`src/rtl/cau_pkg.sv`:
```
// ----------------------------------------------------------------------------
// cau_pkg
// Opcodes, status codes, the record that moves along the cell chain and the
// 32-bit clamp shared by the complex arithmetic unit.
// ----------------------------------------------------------------------------
`default_nettype none

package cau_pkg;

  localparam logic [2:0] OP_ADD = 3'd0;
  localparam logic [2:0] OP_SUB = 3'd1;
  localparam logic [2:0] OP_MUL = 3'd2;
  localparam logic [2:0] OP_DIV = 3'd3;
  localparam logic [2:0] OP_MAG = 3'd4;

  localparam logic [1:0] ST_OK  = 2'd0;
  localparam logic [1:0] ST_DZ  = 2'd1;
  localparam logic [1:0] ST_SAT = 2'd2;

  localparam int QBITS = 33;

  typedef struct packed {
    logic [2:0]       op;
    logic [31:0]      sre;
    logic [31:0]      sim;
    logic             ssat;
    logic             dz;
    logic             neg_re;
    logic             neg_im;
    logic             over_re;
    logic             over_im;
    logic [63:0]      den;
    logic [63:0]      r_re;
    logic [63:0]      r_im;
    logic [QBITS-1:0] dl_re;
    logic [QBITS-1:0] dl_im;
    logic [QBITS-1:0] q_re;
    logic [QBITS-1:0] q_im;
    logic [63:0]      s;
    logic [35:0]      rem;
    logic [31:0]      root;
  } cell_t;

  // {saturated, clamped value}
  function automatic logic [32:0] sat32(input logic signed [65:0] v);
    logic [32:0] res;
    if (v > 66'sd2147483647) begin
      res = {1'b1, 32'h7fff_ffff};
    end else if (v < -66'sd2147483648) begin
      res = {1'b1, 32'h8000_0000};
    end else begin
      res = {1'b0, v[31:0]};
    end
    return res;
  endfunction

endpackage

`default_nettype wire

```
`src/rtl/cau_cell.sv`:
```
// ----------------------------------------------------------------------------
// cau_cell
// One step of the chain: one restoring divide step for each part and,
// where enabled, one two-bit step of the integer square root.
// ----------------------------------------------------------------------------
`default_nettype none

module cau_cell #(
  parameter bit DO_SQRT = 1'b1
) (
  input  wire                  clk,
  input  wire                  rst,
  input  wire                  en,
  input  wire                  vld_i,
  input  cau_pkg::cell_t       d_i,
  output logic                 vld_o,
  output cau_pkg::cell_t       d_o
);

  logic [64:0]    r2_re, r2_im, dn, x_re, x_im;
  logic           ge_re, ge_im, ge_sq;
  logic [35:0]    rem2, trial, nrem;
  cau_pkg::cell_t nx;

  always_comb begin
    nx    = d_i;
    dn    = {1'b0, d_i.den};
    r2_re = {d_i.r_re, d_i.dl_re[cau_pkg::QBITS-1]};
    r2_im = {d_i.r_im, d_i.dl_im[cau_pkg::QBITS-1]};
    ge_re = r2_re >= dn;
    ge_im = r2_im >= dn;
    x_re  = ge_re ? r2_re - dn : r2_re;
    x_im  = ge_im ? r2_im - dn : r2_im;
    nx.r_re  = x_re[63:0];
    nx.r_im  = x_im[63:0];
    nx.q_re  = {d_i.q_re[cau_pkg::QBITS-2:0], ge_re};
    nx.q_im  = {d_i.q_im[cau_pkg::QBITS-2:0], ge_im};
    nx.dl_re = {d_i.dl_re[cau_pkg::QBITS-2:0], 1'b0};
    nx.dl_im = {d_i.dl_im[cau_pkg::QBITS-2:0], 1'b0};

    rem2  = {d_i.rem[33:0], d_i.s[63:62]};
    trial = {2'b00, d_i.root, 2'b01};
    ge_sq = rem2 >= trial;
    nrem  = ge_sq ? rem2 - trial : rem2;
    if (DO_SQRT) begin
      nx.rem  = nrem;
      nx.root = {d_i.root[30:0], ge_sq};
      nx.s    = {d_i.s[61:0], 2'b00};
    end
  end

  always_ff @(posedge clk) begin
    if (rst) begin
      vld_o <= 1'b0;
    end else if (en) begin
      vld_o <= vld_i;
    end
  end

  always_ff @(posedge clk) begin
    if (en) begin
      d_o <= nx;
    end
  end

endmodule

`default_nettype wire

```
`config.mk`:
```
export PLATFORM = sky130hd
export DESIGN_NAME = cau_cell
export DESIGN_NICKNAME = d
export VERILOG_FILES = /design/src/rtl/cau_pkg.sv /design/src/rtl/cau_cell.sv
export SDC_FILE = /design/constraint.sdc
export NUM_CORES = 1
export LEC_CHECK = 0
export ABC_AREA = 1
export BUFFER_PORTS_ARGS = -buffer_cell sky130_fd_sc_hd__buf_4
export CAP_MARGIN = 5
export CORE_AREA = 5 5 412 414
export CTS_CLUSTER_SIZE = 10
export DETAILED_ROUTE_END_ITERATION = 6
export DIE_AREA = 0 0 417 419
export SLEW_MARGIN = 0
export SYNTH_ARGS = -nofsm -noshare
export SYNTH_HDL_FRONTEND = slang
export SYNTH_SLANG_ARGS = --single-unit
```
`constraint.sdc`:
```
create_clock -name clk -period 7.15 [get_ports clk]
set_input_delay 1.43 -clock clk [delete_from_list [all_inputs] [get_ports clk]]
set_output_delay 1.43 -clock clk [all_outputs]
set_load 0.005 [all_outputs]
```
# Word-level counts from Yosys, hierarchy flattened

Cells that the tools add are included.

Register bits: 526
Output and inout port bits: 530
Input port bits: 533
Logic and storage cells: 29

$lt $le $gt $ge: 3
Add/sub/neg operators: 3
Multiplexer cells: 3

Operators by type and width:

| kind                           | count |
|---|---|
| >= comparator 65 x 64 -> 1 bit | 2 |
| two-way mux 64 bit             | 2 |
| subtractor 64 bit              | 2 |
| >= comparator 36 x 34 -> 1 bit | 1 |
| two-way mux 36 bit             | 1 |
| subtractor 36 x 34 -> 36 bit   | 1 |

# Logic depth before layout (Yosys ltp)

Gate-level depths: netlist of the first run.

Word-level depth: 2
Gate-level depth with buffers: 19
Mapped depth without buffers: 17

# Worst setup path before layout of the first run

No wires, ideal clock.

Path kind: input port to flip-flop
Start: in d_i[448] (netlist name)
End: reg d_o[267] (netlist name), data pin
Setup time: 0.253 ns
Path slack: 3.859 ns
Required time: 6.897 ns
Stages on the path: 15
Buffers on the path: 2
Arrival: 3.039 ns
Cells stage by stage: inv_1 > ha_1 > nand2_1 > inv_1 > a21oi_1 > inv_1 > a21oi_2 > or2_2 > nand2_1 > nor2_4 > nand2_4 > buf_12 > buf_8 > nand2_1 > nand2_1

Cells in the longest elaborated chain, start to end: 2

RTL lines:

| element                        | line           | text |
|---|---|---|
| start, declared                | cau_cell.sv:15 | `input cau_pkg::cell_t d_i,` |
| >= comparator 65 x 64 -> 1 bit | cau_cell.sv:31 | `ge_im = r2_im >= dn;` |
| two-way mux 64 bit             | cau_cell.sv:33 | `x_im = ge_im ? r2_im - dn : r2_im;` |
| named net x_im[3]              | cau_cell.sv:20 | `logic [64:0] r2_re, r2_im, dn, x_re, x_im;` |
| end signal, assigned           | cau_cell.sv:62 | `d_o <= nx;` |
| end, declared                  | cau_cell.sv:17 | `output cau_pkg::cell_t d_o` |

The timed path passes the listed nets, and every way through them passes these cells.
A chain may end at the register's enable or synchronous reset.

# Worst setup path after layout of the first run

Start: in d_i[399] (netlist name)
End: reg d_o[376] (netlist name), data pin

Cells in the longest elaborated chain, start to end: 2

RTL lines:

| element                                                                    | line                           | text |
|---|---|---|
| subtractor 64 bit / >= comparator 65 x 64 -> 1 bit (equally long branches) | cau_cell.sv:32, cau_cell.sv:30 |  |
| two-way mux 64 bit *                                                       | cau_cell.sv:32                 | `x_re = ge_re ? r2_re - dn : r2_re;` |
| named net x_re[48]                                                         | cau_cell.sv:20                 |  |

The timed path passes the listed nets; every way through them passes the cells marked *.

==> Implementation_results.wiki, run 1 <==
{| class="wikitable"
! Metric !! Value
|-
| Clock root cell || sky130_fd_sc_hd__clkbuf_16
|-
| Most used DFF post-synth || sky130_fd_sc_hd__edfxtp_1
|-
| Maximum vdd drop || 166 uV
|-
| Fraction of registers with async set/reset || 0
|-
| Worst reg2reg endpoint || vld_o$_SDFFE_PP0P_
|-
| Post-layout net count || 5979
|-
| Post-CTS repair timing setup buffer count || 0
|-
| Area of all sequential standard cells || 15800 um^2
|-
| CTS hold repair buffers || 0
|-
| Worst min-delay path category || flop to flop
|-
| Violation count after the first detailed-routing iteration || 2184
|-
| Category of the worst setup path launch point || primary input
|-
| Clk_skew || 0 ns
|-
| Core Area || 166000 um^2
|-
| Via density per instance || 4.26
|-
| Combinational fraction of design power || 0.260
|-
| Count of yosys warnings during synthesis || 0
|-
| WL final || 188 mm
|-
| Overall power consumption || 0.00996 W
|-
| Number of distinct library cells after synthesis || 45
|-
| Actual slew at the worst max-slew pin || 1.03 ns
|-
| Minimum clock period || 4.69 ns
|-
| Initial Util || 0.197
|-
| Clock Pin Slew Worst Setup and Hold Paths || 0.05 ns
|-
| Share of Yosys cell area claimed by the top area cell type || 0.483
|-
| Number of antenna violations at the first check in global routing || 44
|-
| Static Leak || 22.8 nW
|-
| Post-synth design cell area || 32700 um^2
|-
| Number of top-level pins || 1063
|-
| Relative contribution of the clock network to total power || 0.346
|-
| Share of final-layout standard cells stronger than drive strength 1 || 0.228
|-
| Final RePlAce weighted congestion || 0.961
|-
| Number of inserted filler cells in the final layout || 18.2k
|-
| Fraction of power spent switching nets || 0.326
|-
| Area of all placed cells without fillers || 45300 um^2
|-
| Global route total overflow || 0
|-
| Gate count after technology mapping || 4192
|-
| Setup_tns || 0 ns
|-
| Max-Cap Viols || 0
|-
| Highest attainable clock frequency || 213 MHz
|-
| Total clock sinks || 526
|-
| HPWL reported at the end of detailed placement || 161 mm
|-
| Clock latency at the later pin of the worst-skew pair || 0.66 ns
|-
| Count of input and output buffers || 1054
|-
| Slew margin rel. || 0.311
|-
| Critical path data arrival time || 5.09 ns
|-
| Ratio of final minimum period to clock period || 0.656
|-
| Worst Reg-to-Reg Cells || 2
|-
| Total via count after detailed routing || 32.1k
|-
| Worst hold stages || 2
|-
| Die Height || 419 um
|-
| Reg-to-Reg Start || vld_o$_SDFFE_PP0P_
|-
| Placement row count || 150
|-
| Overall die area || 175000 um^2
|-
| Most instantiated library cell after synthesis || sky130_fd_sc_hd__nand2_1
|-
| Power per unit of standard cell area || 220 nW/um^2
|-
| Standard cell area after detailed placement || 43100 um^2
|-
| Sequential element share of the synthesized area || 0.483
|-
| Detail Route Antenna Nets || 0
|-
| Highest fanout seen on the critical path || 67
|-
| Post_cts resized || 0
|-
| Count of final max-slew check failures || 0
|-
| Chip Width || 417 um
|-
| Area taken by multi-input logic gates || 13500 um^2
|-
| Via count of the first global-routing pass || 31.4k
|-
| Top cells by instance count after synthesis || sky130_fd_sc_hd__nand2_1 (1612), sky130_fd_sc_hd__inv_1 (803), sky130_fd_sc_hd__edfxtp_1 (525)
|-
| Cell type with the largest total area after synthesis || sky130_fd_sc_hd__edfxtp_1
|-
| Endpoint kind of the worst setup timing path || flop
|-
| CTS tree || built
|-
| Critical setup path kind || primary input to flop
|-
| Hold Crit Endpoint || vld_o$_SDFFE_PP0P_
|-
| Cell types occupying the most area after synthesis || sky130_fd_sc_hd__edfxtp_1 (48%), sky130_fd_sc_hd__nand2_1 (19%), sky130_fd_sc_hd__inv_1 (9.2%)
|-
| Run status || finished, final reports clean
|-
| Residual DRC count || 0
|-
| Average cell area after synthesis || 7.79 um^2
|-
| Number of buffers created by CTS || 72
|-
| Initial DRT Pass Iterations || 5
|-
| Final Hold Viols || 0
|-
| Pin count of the biggest net entering global routing || 152
|-
| Global routing usage summed across all routing layers || 0.204
|-
| Average detailed-routed wire length per instance || 24.9 um
|-
| Synthesis-to-layout area growth || 38.7%
|-
| Clock Tree Buf Depth || 3
|-
| RSZ-0062 raised after global routing || false
|-
| #FFs+latches synth || 526
|-
| Number of enable-type register cells in the synthesized netlist || 525
|-
| Setup violators final || 0
|-
| Min-delay src || vld_o$_SDFFE_PP0P_
|-
| P_sw || 0.00325 W
|-
| Wire length of the first global-routing pass || 248 mm
|-
| Sequential fraction of design power || 0.394
|-
| FF-to-FF setup slack || 6.51 ns
|-
| Max H-tree Level || 3
|-
| CP required || 7.55 ns
|-
| Internal power || 0.00671 W
|}
[cell type report]
class / instances / share of cell area
clock inverters: 32 / 0.00624
inverters: 818 / 0.0678
diodes: 20 / 0.00110
multi-input cells: 2802 / 0.298
well taps: 2204 / 0.0609
flip-flops and latches: 526 / 0.348
repair buffers: 1062 / 0.177
clock buffers: 82 / 0.0408
[worst max-delay path: stages]
cell,delay (ns)
sky130_fd_sc_hd__buf_4,0.12
sky130_fd_sc_hd__inv_1,0.21
sky130_fd_sc_hd__ha_1,0.33
sky130_fd_sc_hd__nand2_1,0.15
sky130_fd_sc_hd__inv_1,0.05
sky130_fd_sc_hd__nand2_1,0.06
sky130_fd_sc_hd__nand2_1,0.12
sky130_fd_sc_hd__inv_1,0.10
sky130_fd_sc_hd__nand3_2,0.19
sky130_fd_sc_hd__nand2_1,0.11
sky130_fd_sc_hd__nand2_1,0.15
sky130_fd_sc_hd__nand2_1,0.14
sky130_fd_sc_hd__nand2_2,0.08
sky130_fd_sc_hd__nand2_4,0.57
sky130_fd_sc_hd__nand2_4,0.70
sky130_fd_sc_hd__nand3_1,0.47
sky130_fd_sc_hd__nand2_1,0.08
[flip-flops by register name (all words and copies together) (netlist names)]
signal and cells:
vld_o 1, d_o 525
[worst max path at each step]
stage | startpoint | end | slack [ns] | cells after the start
2_1_floorplan | d_i[448] | d_o[267]$_DFFE_PP_ | 3.86 | 15
3_3_place_gp | d_i[399] | d_o[372]$_DFFE_PP_ | 1.76 | 17
3_5_place_dp | d_i[399] | d_o[376]$_DFFE_PP_ | 1.77 | 17
4_1_cts | d_i[399] | d_o[376]$_DFFE_PP_ | 2.52 | 17
5_1_grt | d_i[399] | d_o[376]$_DFFE_PP_ | 2.28 | 17
6_report | d_i[399] | d_o[376]$_DFFE_PP_ | 2.46 | 17
[stage by stage]
| stage | setup WS [ns] | hold WS [ns] | std cells | utilization |
|---|---|---|---|---|
| after CTS | 2.52 | 0.560 | 7526 | 0.273 |
| after global placement | 1.76 | 0.480 | 7412 | 0.260 |
| after detailed placement | 1.77 | 0.505 | 7412 | 0.260 |
| final | 2.46 | 0.567 | 7546 | 0.273 |
| after floorplan | 3.86 | 0.485 | 4195 | - |
| after global routing | 2.28 | 0.595 | 7541 | 0.273 |
[placed cells by master (no fill, tap or decap), types with 4 or more instances in the layout]
cell and count:
sky130_fd_sc_hd__nand2_1 1612, sky130_fd_sc_hd__buf_4 1058, sky130_fd_sc_hd__inv_1 803, sky130_fd_sc_hd__edfxtp_1 525
sky130_fd_sc_hd__nand3_1 323, sky130_fd_sc_hd__nor2_1 285, sky130_fd_sc_hd__ha_1 162, sky130_fd_sc_hd__a21oi_1 135
sky130_fd_sc_hd__xor2_1 74, sky130_fd_sc_hd__clkbuf_16 72, sky130_fd_sc_hd__o21ai_0 45, sky130_fd_sc_hd__nand3b_1 38
sky130_fd_sc_hd__nand4_1 24, sky130_fd_sc_hd__diode_2 20, sky130_fd_sc_hd__nor3_1 19, sky130_fd_sc_hd__inv_2 15
sky130_fd_sc_hd__nor2_2 15, sky130_fd_sc_hd__nor4_1 11, sky130_fd_sc_hd__clkbuf_1 9, sky130_fd_sc_hd__clkinv_2 8
sky130_fd_sc_hd__clkinv_1 7, sky130_fd_sc_hd__o21bai_1 6, sky130_fd_sc_hd__xnor2_1 6, sky130_fd_sc_hd__and3_1 6
sky130_fd_sc_hd__inv_6 5, sky130_fd_sc_hd__a21o_1 4, sky130_fd_sc_hd__nor2_4 4, sky130_fd_sc_hd__nand2_4 4
sky130_fd_sc_hd__conb_1 4, sky130_fd_sc_hd__clkinvlp_4 4
[power groups by stage]
| stage | clock network [W] | logic, W | registers (W) |
|---|---|---|---|
| global route | 0.00368 | 0.00279 | 0.00395 |
| finish | 0.00344 | 0.00259 | 0.00393 |
| global placement | 0 | 0.00261 | 0.00399 |
| detailed placement | 0 | 0.00261 | 0.00399 |
| CTS | 0.00358 | 0.00262 | 0.00393 |
| floorplan | 0 | 0.00106 | 0.00397 |
[per-layer routing]
metal  track usage  part of all wire
met1         0.197              0.33
met2         0.402              0.55
met3        0.0354             0.055
met4         0.120             0.062
met5             0           0.00037
[cell families after synthesis]
logic type	share of synthesized area
buffers and inverters	0.104
multiplexers	0.000306
AO/OA/AOI/OAI	0.0318
other	0.000115
XOR/XNOR	0.0214
adder cells (fa/ha/maj)	0.0633
AND/OR/NAND/NOR	0.296
flip-flops	0.483
Power figures use the tool's default switching activity.
==> run 2, diff against run 1 <==
==> constraint.sdc (replaced) <==
create_clock -name clk -period 4.3 [get_ports clk]
set_input_delay 0.86 -clock clk [delete_from_list [all_inputs] [get_ports clk]]
set_output_delay 0.86 -clock clk [all_outputs]
set_load 0.005 [all_outputs]
==> run 2 against run 1 <==
Combinational power is 69% higher. Largest power group unchanged. Total power up 68%. Critical path type unchanged. Worst hold slack got worse by 0.22 ns. Setup slack got worse by 1.3 ns.
==> Implementation_results.wiki, run 2 (synthesized netlist as in run 1, its figures left out) <==
{| class="wikitable"
! Metric !! Value
|-
| Run status || finished, final reports clean
|-
| Worst path max stage delay || 0.47 ns (-0.23 ns)
|-
| Highest attainable clock frequency || 319 MHz
|-
| Average detailed-routed wire length per instance || 24.8 um (-0.50%)
|-
| Post-layout net count || 6023 (+0.74%)
|-
| Minimum clock period || 3.14 ns
|-
| Max H-tree Level || 3 (unchanged)
|-
| CP required || 4.71 ns (-2.84 ns)
|-
| Residual DRC count || 0 (unchanged)
|-
| Critical setup path kind || primary input to flop
|-
| Worst path buffer plus inverter count || 3 (-1)
|-
| CTS tree || built
|-
| Initial Util || 0.197 (unchanged)
|-
| Ordered list of cells on the worst path || buf_4 -> inv_1 -> ha_1 -> nand2_1 -> nor2_1 -> nand2_1 -> nor2_1 -> nand3_1 -> o21ai_2 -> nor2_4 -> buf_4 -> nand3_1 -> nand2_1
|-
| Overall die area || 175000 um^2 (unchanged)
|-
| Total via count after detailed routing || 32.1k (+0.053%)
|-
| Violation count after the first detailed-routing iteration || 2373 (+8.7%)
|-
| Placement row count || 150 (unchanged)
|-
| Clock latency at the later pin of the worst-skew pair || 0.68 ns (+0.02 ns)
|-
| Post-CTS repair timing setup buffer count || 0 (unchanged)
|-
| Number of inserted filler cells in the final layout || 18.1k (-0.67%)
|-
| Count of final max-slew check failures || 0 (unchanged)
|-
| Met3 wire len || 10.4 mm (+0.12%)
|-
| Least setup slack across all paths after layout || 1.16 ns (-1.30 ns)
|-
| Post-place setup slack || 0.478 ns (-1.30 ns)
|-
| Slew margin rel. || 0.421 (+0.110)
|-
| Global route total overflow || 0 (unchanged)
|-
| Most used cell, CP || sky130_fd_sc_hd__nand2_1
|-
| Max Used Layer || met5
|-
| Category of the worst setup path launch point || primary input
|-
| Detail Route Antenna Nets || 0 (unchanged)
|-
| Largest delay contributor family on the critical path || simple AND/OR/NAND/NOR gates
|-
| Most common library cell in the layout ignoring fill and taps || sky130_fd_sc_hd__nand2_1
|-
| Post_cts resized || 0 (unchanged)
|-
| Register bank with the most flops || d_o
|-
| CTS hold repair buffers || 0 (unchanged)
|-
| Maximum vdd drop || 286 uV (+73%)
|-
| Number of antenna violations at the first check in global routing || 34 (-23%)
|-
| RSZ-0062 raised after global routing || false
|-
| Via density per instance || 4.24 (-0.47%)
|-
| Commonest non-fill, non-tap cells in the layout || sky130_fd_sc_hd__nand2_1 (1612), sky130_fd_sc_hd__buf_4 (1098), sky130_fd_sc_hd__inv_1 (803), sky130_fd_sc_hd__edfxtp_1 (525), sky130_fd_sc_hd__nand3_1 (323)
|-
| Wire length of the first global-routing pass || 249 mm (+0.70%)
|-
| Synthesis-to-layout area growth || 40.2%
|-
| Setup violators final || 0 (unchanged)
|-
| Max-Cap Viols || 0 (unchanged)
|-
| Worst min-delay path category || primary input to flop
|-
| Number of top-level pins || 1063 (unchanged)
|-
| Detailed route wirelength on metal2 || 104 mm (+0.40%)
|-
| Clock root cell || sky130_fd_sc_hd__clkbuf_16
|-
| Static Leak || 23.1 nW (+1.2%)
|-
| Core Area || 166000 um^2 (unchanged)
|-
| Via count of the first global-routing pass || 31.8k (+1.3%)
|-
| Sum of routed wire segments on met1 || 61.9 mm (-0.76%)
|-
| Power per unit of standard cell area || 366 nW/um^2 (+66%)
|-
| Endpoint kind of the worst setup timing path || flop
|-
| HPWL reported at the end of detailed placement || 163 mm (+1.1%)
|-
| Final Hold Viols || 0 (unchanged)
|-
| WL final || 188 mm (about the same)
|-
| Biggest registers after layout || d_o (525), vld_o (1)
|-
| Actual slew at the worst max-slew pin || 0.869 ns (-0.164 ns)
|-
| Total clock sinks || 526 (unchanged)
|-
| Share of final-layout standard cells stronger than drive strength 1 || 0.233 (+0.00550)
|-
| Count of input and output buffers || 1054 (unchanged)
|-
| Ratio of final minimum period to clock period || 0.730
|-
| Pin count of the biggest net entering global routing || 74 (-51%)
|-
| Overall power consumption || 0.0167 W (+68%)
|-
| Clk_skew || 0 ns (unchanged)
|-
| Initial DRT Pass Iterations || 6 (+1)
|-
| Global routing usage summed across all routing layers || 0.205 (+0.000778)
|-
| Highest fanout seen on the critical path || 62 (-7.5%)
|-
| Chip Width || 417 um (unchanged)
|-
| Clock Pin Slew Worst Setup and Hold Paths || 0.06 ns (about the same)
|-
| Slowest-stage cell, CP || sky130_fd_sc_hd__ha_1
|-
| Clock Tree Buf Depth || 3 (unchanged)
|-
| Final RePlAce weighted congestion || 1.02 (+6.5%)
|-
| Number of flip-flops under the largest register name || 525 (unchanged)
|-
| Setup_tns || 0 ns (unchanged)
|-
| Number of buffers created by CTS || 71 (-1.4%)
|-
| Critical path data arrival time || 3.55 ns (-1.54 ns)
|-
| Die Height || 419 um (unchanged)
|}
## run 2: worst register-to-register path, delay by kind of cell, from the launching register on
family	cells	cell delay (ns)
DFF	1	0.31
muxes	1	0.13
and+or+nand+nor	1	0.06
## run 2: routing by layer
metal	track usage	vias up
li1	-	15500
met1	0.195	15100
met2	0.407	1178
met3	0.0392	325
met4	0.116	22
met5	0	-
## run 2: cell type report
type                    count  area, um^2  area share
diodes                     14        35.0    0.000765
clock buffers              88        1870      0.0409
clock inverters            27         363     0.00792
inverters                 818        3070      0.0670
multi-input cells        2802       13500       0.295
flip-flops and latches    526       15800       0.345
well taps                2204        2760      0.0602
repair buffers           1107        8420       0.184
## run 2: final timing paths
check	startpoint	to	slack, ns	depth (start not counted)
min reg2reg	vld_o$_SDFFE_PP0P_	vld_o$_SDFFE_PP0P_	0.55	2
max reg2reg	vld_o$_SDFFE_PP0P_	vld_o$_SDFFE_PP0P_	3.69	2
max	d_i[441]	d_o[331]$_DFFE_PP_	1.16	13
min	d_i[400]	d_o[400]$_DFFE_PP_	0.35	1
## run 2: through the flow
| step | util | instance area [um^2] | hold slack [ns] | instances |
|---|---|---|---|---|
| global route | 0.276 | 45800 | 0.305 | 7582 |
| CTS | 0.276 | 45800 | 0.280 | 7572 |
| floorplan | - | 32700 | 0.485 | 4195 |
| detailed placement | 0.262 | 43500 | 0.502 | 7457 |
| global placement | 0.262 | 43500 | 0.482 | 7457 |
| finish | 0.276 | 45800 | 0.346 | 7586 |
## run 2: power breakdown
group	switching [W]	internal (W)
Clock	0.00245	0.00335
Combinational	0.00267	0.00170
Sequential	0.000270	0.00630
Total	0.00539	0.0114
==> run 3, diff against run 2 <==
==> constraint.sdc (replaced) <==
create_clock -name clk -period 3.23 [get_ports clk]
set_input_delay 0.646 -clock clk [delete_from_list [all_inputs] [get_ports clk]]
set_output_delay 0.646 -clock clk [all_outputs]
set_load 0.005 [all_outputs]
==> run 3 against run 2 <==
Routed wire length up 1.6%. First-iteration DRC count down 9.8%. Design area up 5.2%. Combinational power up 44%. Global-route usage up 0.33 points. Worst hold slack worse by 0.21 ns. Largest cell class unchanged. Non-clock buffer count up 297.
==> Implementation_results.wiki, run 3 (synthesized netlist as in run 1, its figures left out) <==
{| class="wikitable"
! Metric !! Value
|-
| Clk_skew || 0 ns (unchanged)
|-
| Most used cell, CP || sky130_fd_sc_hd__nand2_1
|-
| Wire length of the first global-routing pass || 253 mm (+1.5%)
|-
| Die Height || 419 um (unchanged)
|-
| Standard cell area after detailed placement || 46000 um^2 (+5.8%)
|-
| Initial DRT Pass Iterations || 7 (+1)
|-
| P_sw || 0.00724 W (+34%)
|-
| Combinational fraction of design power || 0.280 (+0.019)
|-
| Ordered list of cells on the worst path || buf_4 -> inv_1 -> ha_1 -> fa_1 -> nor2_1 -> nand2_1 -> nand3_1 -> nand2_1 -> nand2_1 -> nand2_1 -> nand2_1 -> buf_4 -> xor2_1 -> nand2_1 -> nand2_1
|-
| RSZ-0062 raised after global routing || false
|-
| Hold Crit Endpoint || vld_o$_SDFFE_PP0P_
|-
| Post-layout net count || 6319 (+4.9%)
|-
| Count of input and output buffers || 1054 (unchanged)
|-
| Biggest registers after layout || d_o (525), vld_o (1)
|-
| CP required || 3.76 ns (-0.95 ns)
|-
| Number of top-level pins || 1063 (unchanged)
|-
| Min-delay src || rst
|-
| Area taken by multi-input logic gates || 13500 um^2 (unchanged)
|-
| Count of final max-slew check failures || 0 (unchanged)
|-
| Clock latency at the later pin of the worst-skew pair || 0.67 ns (about the same)
|-
| Global route total overflow || 0 (unchanged)
|-
| Worst path max stage delay || 0.47 ns (about the same)
|-
| Worst min-delay path category || primary input to flop
|-
| Minimum clock period || 2.55 ns
|-
| Clock Tree Buf Depth || 3 (unchanged)
|-
| Via density per instance || 4.19 (-1.1%)
|-
| Most common library cell in the layout ignoring fill and taps || sky130_fd_sc_hd__nand2_1
|-
| Max H-tree Level || 3 (unchanged)
|-
| Slew margin rel. || 0.601 (+0.181)
|-
| Number of flip-flops under the largest register name || 525 (unchanged)
|-
| Global routing usage summed across all routing layers || 0.208 (+0.00335)
|-
| Residual DRC count || 0 (unchanged)
|-
| Reg-to-Reg Start || vld_o$_SDFFE_PP0P_
|-
| Ratio of final minimum period to clock period || 0.790
|-
| Share of final-layout standard cells stronger than drive strength 1 || 0.273 (+0.0397)
|-
| Maximum vdd drop || 423 uV (+48%)
|-
| Critical setup path kind || primary input to flop
|-
| Slowest-stage cell, CP || sky130_fd_sc_hd__fa_1
|-
| HPWL reported at the end of detailed placement || 167 mm (+2.2%)
|-
| Chip Width || 417 um (unchanged)
|-
| Overall die area || 175000 um^2 (unchanged)
|-
| Number of antenna violations at the first check in global routing || 35 (+2.9%)
|-
| Max-Cap Viols || 0 (unchanged)
|-
| Via count of the first global-routing pass || 32.7k (+2.8%)
|-
| Endpoint kind of the worst setup timing path || flop
|-
| Internal power || 0.0153 W (+35%)
|-
| Clock Pin Slew Worst Setup and Hold Paths || 0.05 ns (about the same)
|-
| Worst hold stages || 2 (+1)
|-
| Post_cts resized || 0 (unchanged)
|-
| DP Cell Count || 7754 (+4.0%)
|-
| Average detailed-routed wire length per instance || 24.3 um (-2.2%)
|-
| Finished Layout Cells || 7881 (+3.9%)
|-
| Synthesis-to-layout area growth || 47.5%
|-
| Detail Route Antenna Nets || 0 (unchanged)
|-
| Commonest non-fill, non-tap cells in the layout || sky130_fd_sc_hd__nand2_1 (1612), sky130_fd_sc_hd__buf_4 (1373), sky130_fd_sc_hd__inv_1 (803), sky130_fd_sc_hd__edfxtp_1 (525), sky130_fd_sc_hd__nand3_1 (323)
|-
| Setup_tns || 0 ns (unchanged)
|-
| Total via count after detailed routing || 33.0k (+2.8%)
|-
| Highest attainable clock frequency || 392 MHz
|-
| Final RePlAce weighted congestion || 0.965 (-5.7%)
|-
| Fraction of power spent switching nets || 0.321 (-0.000821)
|-
| Worst Reg-to-Reg Cells || 2 (unchanged)
|-
| Post-CTS repair timing setup buffer count || 0 (unchanged)
|-
| Power per unit of standard cell area || 468 nW/um^2 (+28%)
|-
| Core utilization of the finished layout || 0.290 (+0.0144)
|-
| Run status || finished, final reports clean
|-
| Number of inserted filler cells in the final layout || 18.1k (-0.21%)
|-
| Number of buffers created by CTS || 70 (-1.4%)
|-
| Placement row count || 150 (unchanged)
|-
| Final Hold Viols || 0 (unchanged)
|-
| Clock root cell || sky130_fd_sc_hd__clkbuf_16
|-
| Total clock sinks || 526 (unchanged)
|-
| CTS hold repair buffers || 0 (unchanged)
|-
| Core Area || 166000 um^2 (unchanged)
|-
| Actual slew at the worst max-slew pin || 0.598 ns (-0.271 ns)
|-
| CTS tree || built
|-
| FF-to-FF setup slack || 2.62 ns (-1.07 ns)
|-
| Worst reg2reg endpoint || vld_o$_SDFFE_PP0P_
|-
| WL final || 191 mm (+1.6%)
|-
| Largest delay contributor family on the critical path || simple AND/OR/NAND/NOR gates
|-
| Setup violators final || 0 (unchanged)
|-
| Violation count after the first detailed-routing iteration || 2141 (-9.8%)
|-
| Area of all placed cells without fillers || 48200 um^2 (+5.2%)
|-
| Relative contribution of the clock network to total power || 0.334 (-0.012)
|-
| Hold Worst Slack || 0.132 ns (-0.214 ns)
|-
| Sequential fraction of design power || 0.386 (-0.006)
|-
| Area of all sequential standard cells || 15800 um^2 (unchanged)
|-
| Static Leak || 24.5 nW (+6.4%)
|-
| Pin count of the biggest net entering global routing || 101 (+36%)
|-
| Register bank with the most flops || d_o
|-
| Initial Util || 0.197 (unchanged)
|-
| Worst path buffer plus inverter count || 3 (unchanged)
|-
| Critical path data arrival time || 3.08 ns (-0.47 ns)
|-
| Highest fanout seen on the critical path || 3 (-95%)
|-
| Category of the worst setup path launch point || primary input
|}
[run 3: cell types whose count changed in the layout (fill, tap and decap cells not counted), sizes merged]
cell	delta
clkinv	+3
buf	+297
clkbuf	-8
diode	+3
[run 3: metal layers]
layer | wire, um | track usage | up-vias | part of all wire
met2 | 106000 | 0.413 | 1102 | 0.55
met3 | 10100 | 0.0364 | 295 | 0.053
li1 | - | - | 16100 | -
met5 | 108 | 0 | - | 0.00056
met4 | 11000 | 0.115 | 18 | 0.057
met1 | 64100 | 0.202 | 15500 | 0.34
[run 3: worst max-delay path by stage]
stage / from / endpoint / slack (ns) / depth (start not counted)
CTS: d_i[263] / d_o[358]$_DFFE_PP_ / 0.71 / 15
finish: d_i[263] / d_o[358]$_DFFE_PP_ / 0.68 / 15
floorplan: d_i[448] / d_o[267]$_DFFE_PP_ / 0.72 / 15
global route: d_i[420] / d_o[364]$_DFFE_PP_ / 0.54 / 16
detailed placement: d_i[263] / d_o[358]$_DFFE_PP_ / -0.02 / 15
global placement: d_i[263] / d_o[358]$_DFFE_PP_ / -0.003 / 15
[run 3: area by class of cell]
| class | instances | share of cell area |
|---|---|---|
| antenna | 17 | 0.000883 |
| clock buffer | 80 | 0.0371 |
| clock inverter | 30 | 0.00652 |
| inverter | 818 | 0.0637 |
| multi-input combinational | 2802 | 0.280 |
| sequential | 526 | 0.328 |
| tap | 2204 | 0.0572 |
| timing repair buffer | 1404 | 0.227 |
[run 3: metrics by stage]
stage                     setup slack, ns  total power [W]
final                               0.678           0.0225
after global routing                0.536           0.0236
after detailed placement          -0.0187           0.0152
after global placement           -0.00319           0.0152
after floorplan                     0.723           0.0111
after CTS                           0.713           0.0229
[run 3: power groups by stage]
stage	registers, W	clock network, W	logic, W
global placement	0.00885	0	0.00637
finish	0.00871	0.00752	0.00632
detailed placement	0.00885	0	0.00638
CTS	0.00872	0.00779	0.00640
floorplan	0.00878	0	0.00236
global route	0.00875	0.00803	0.00681
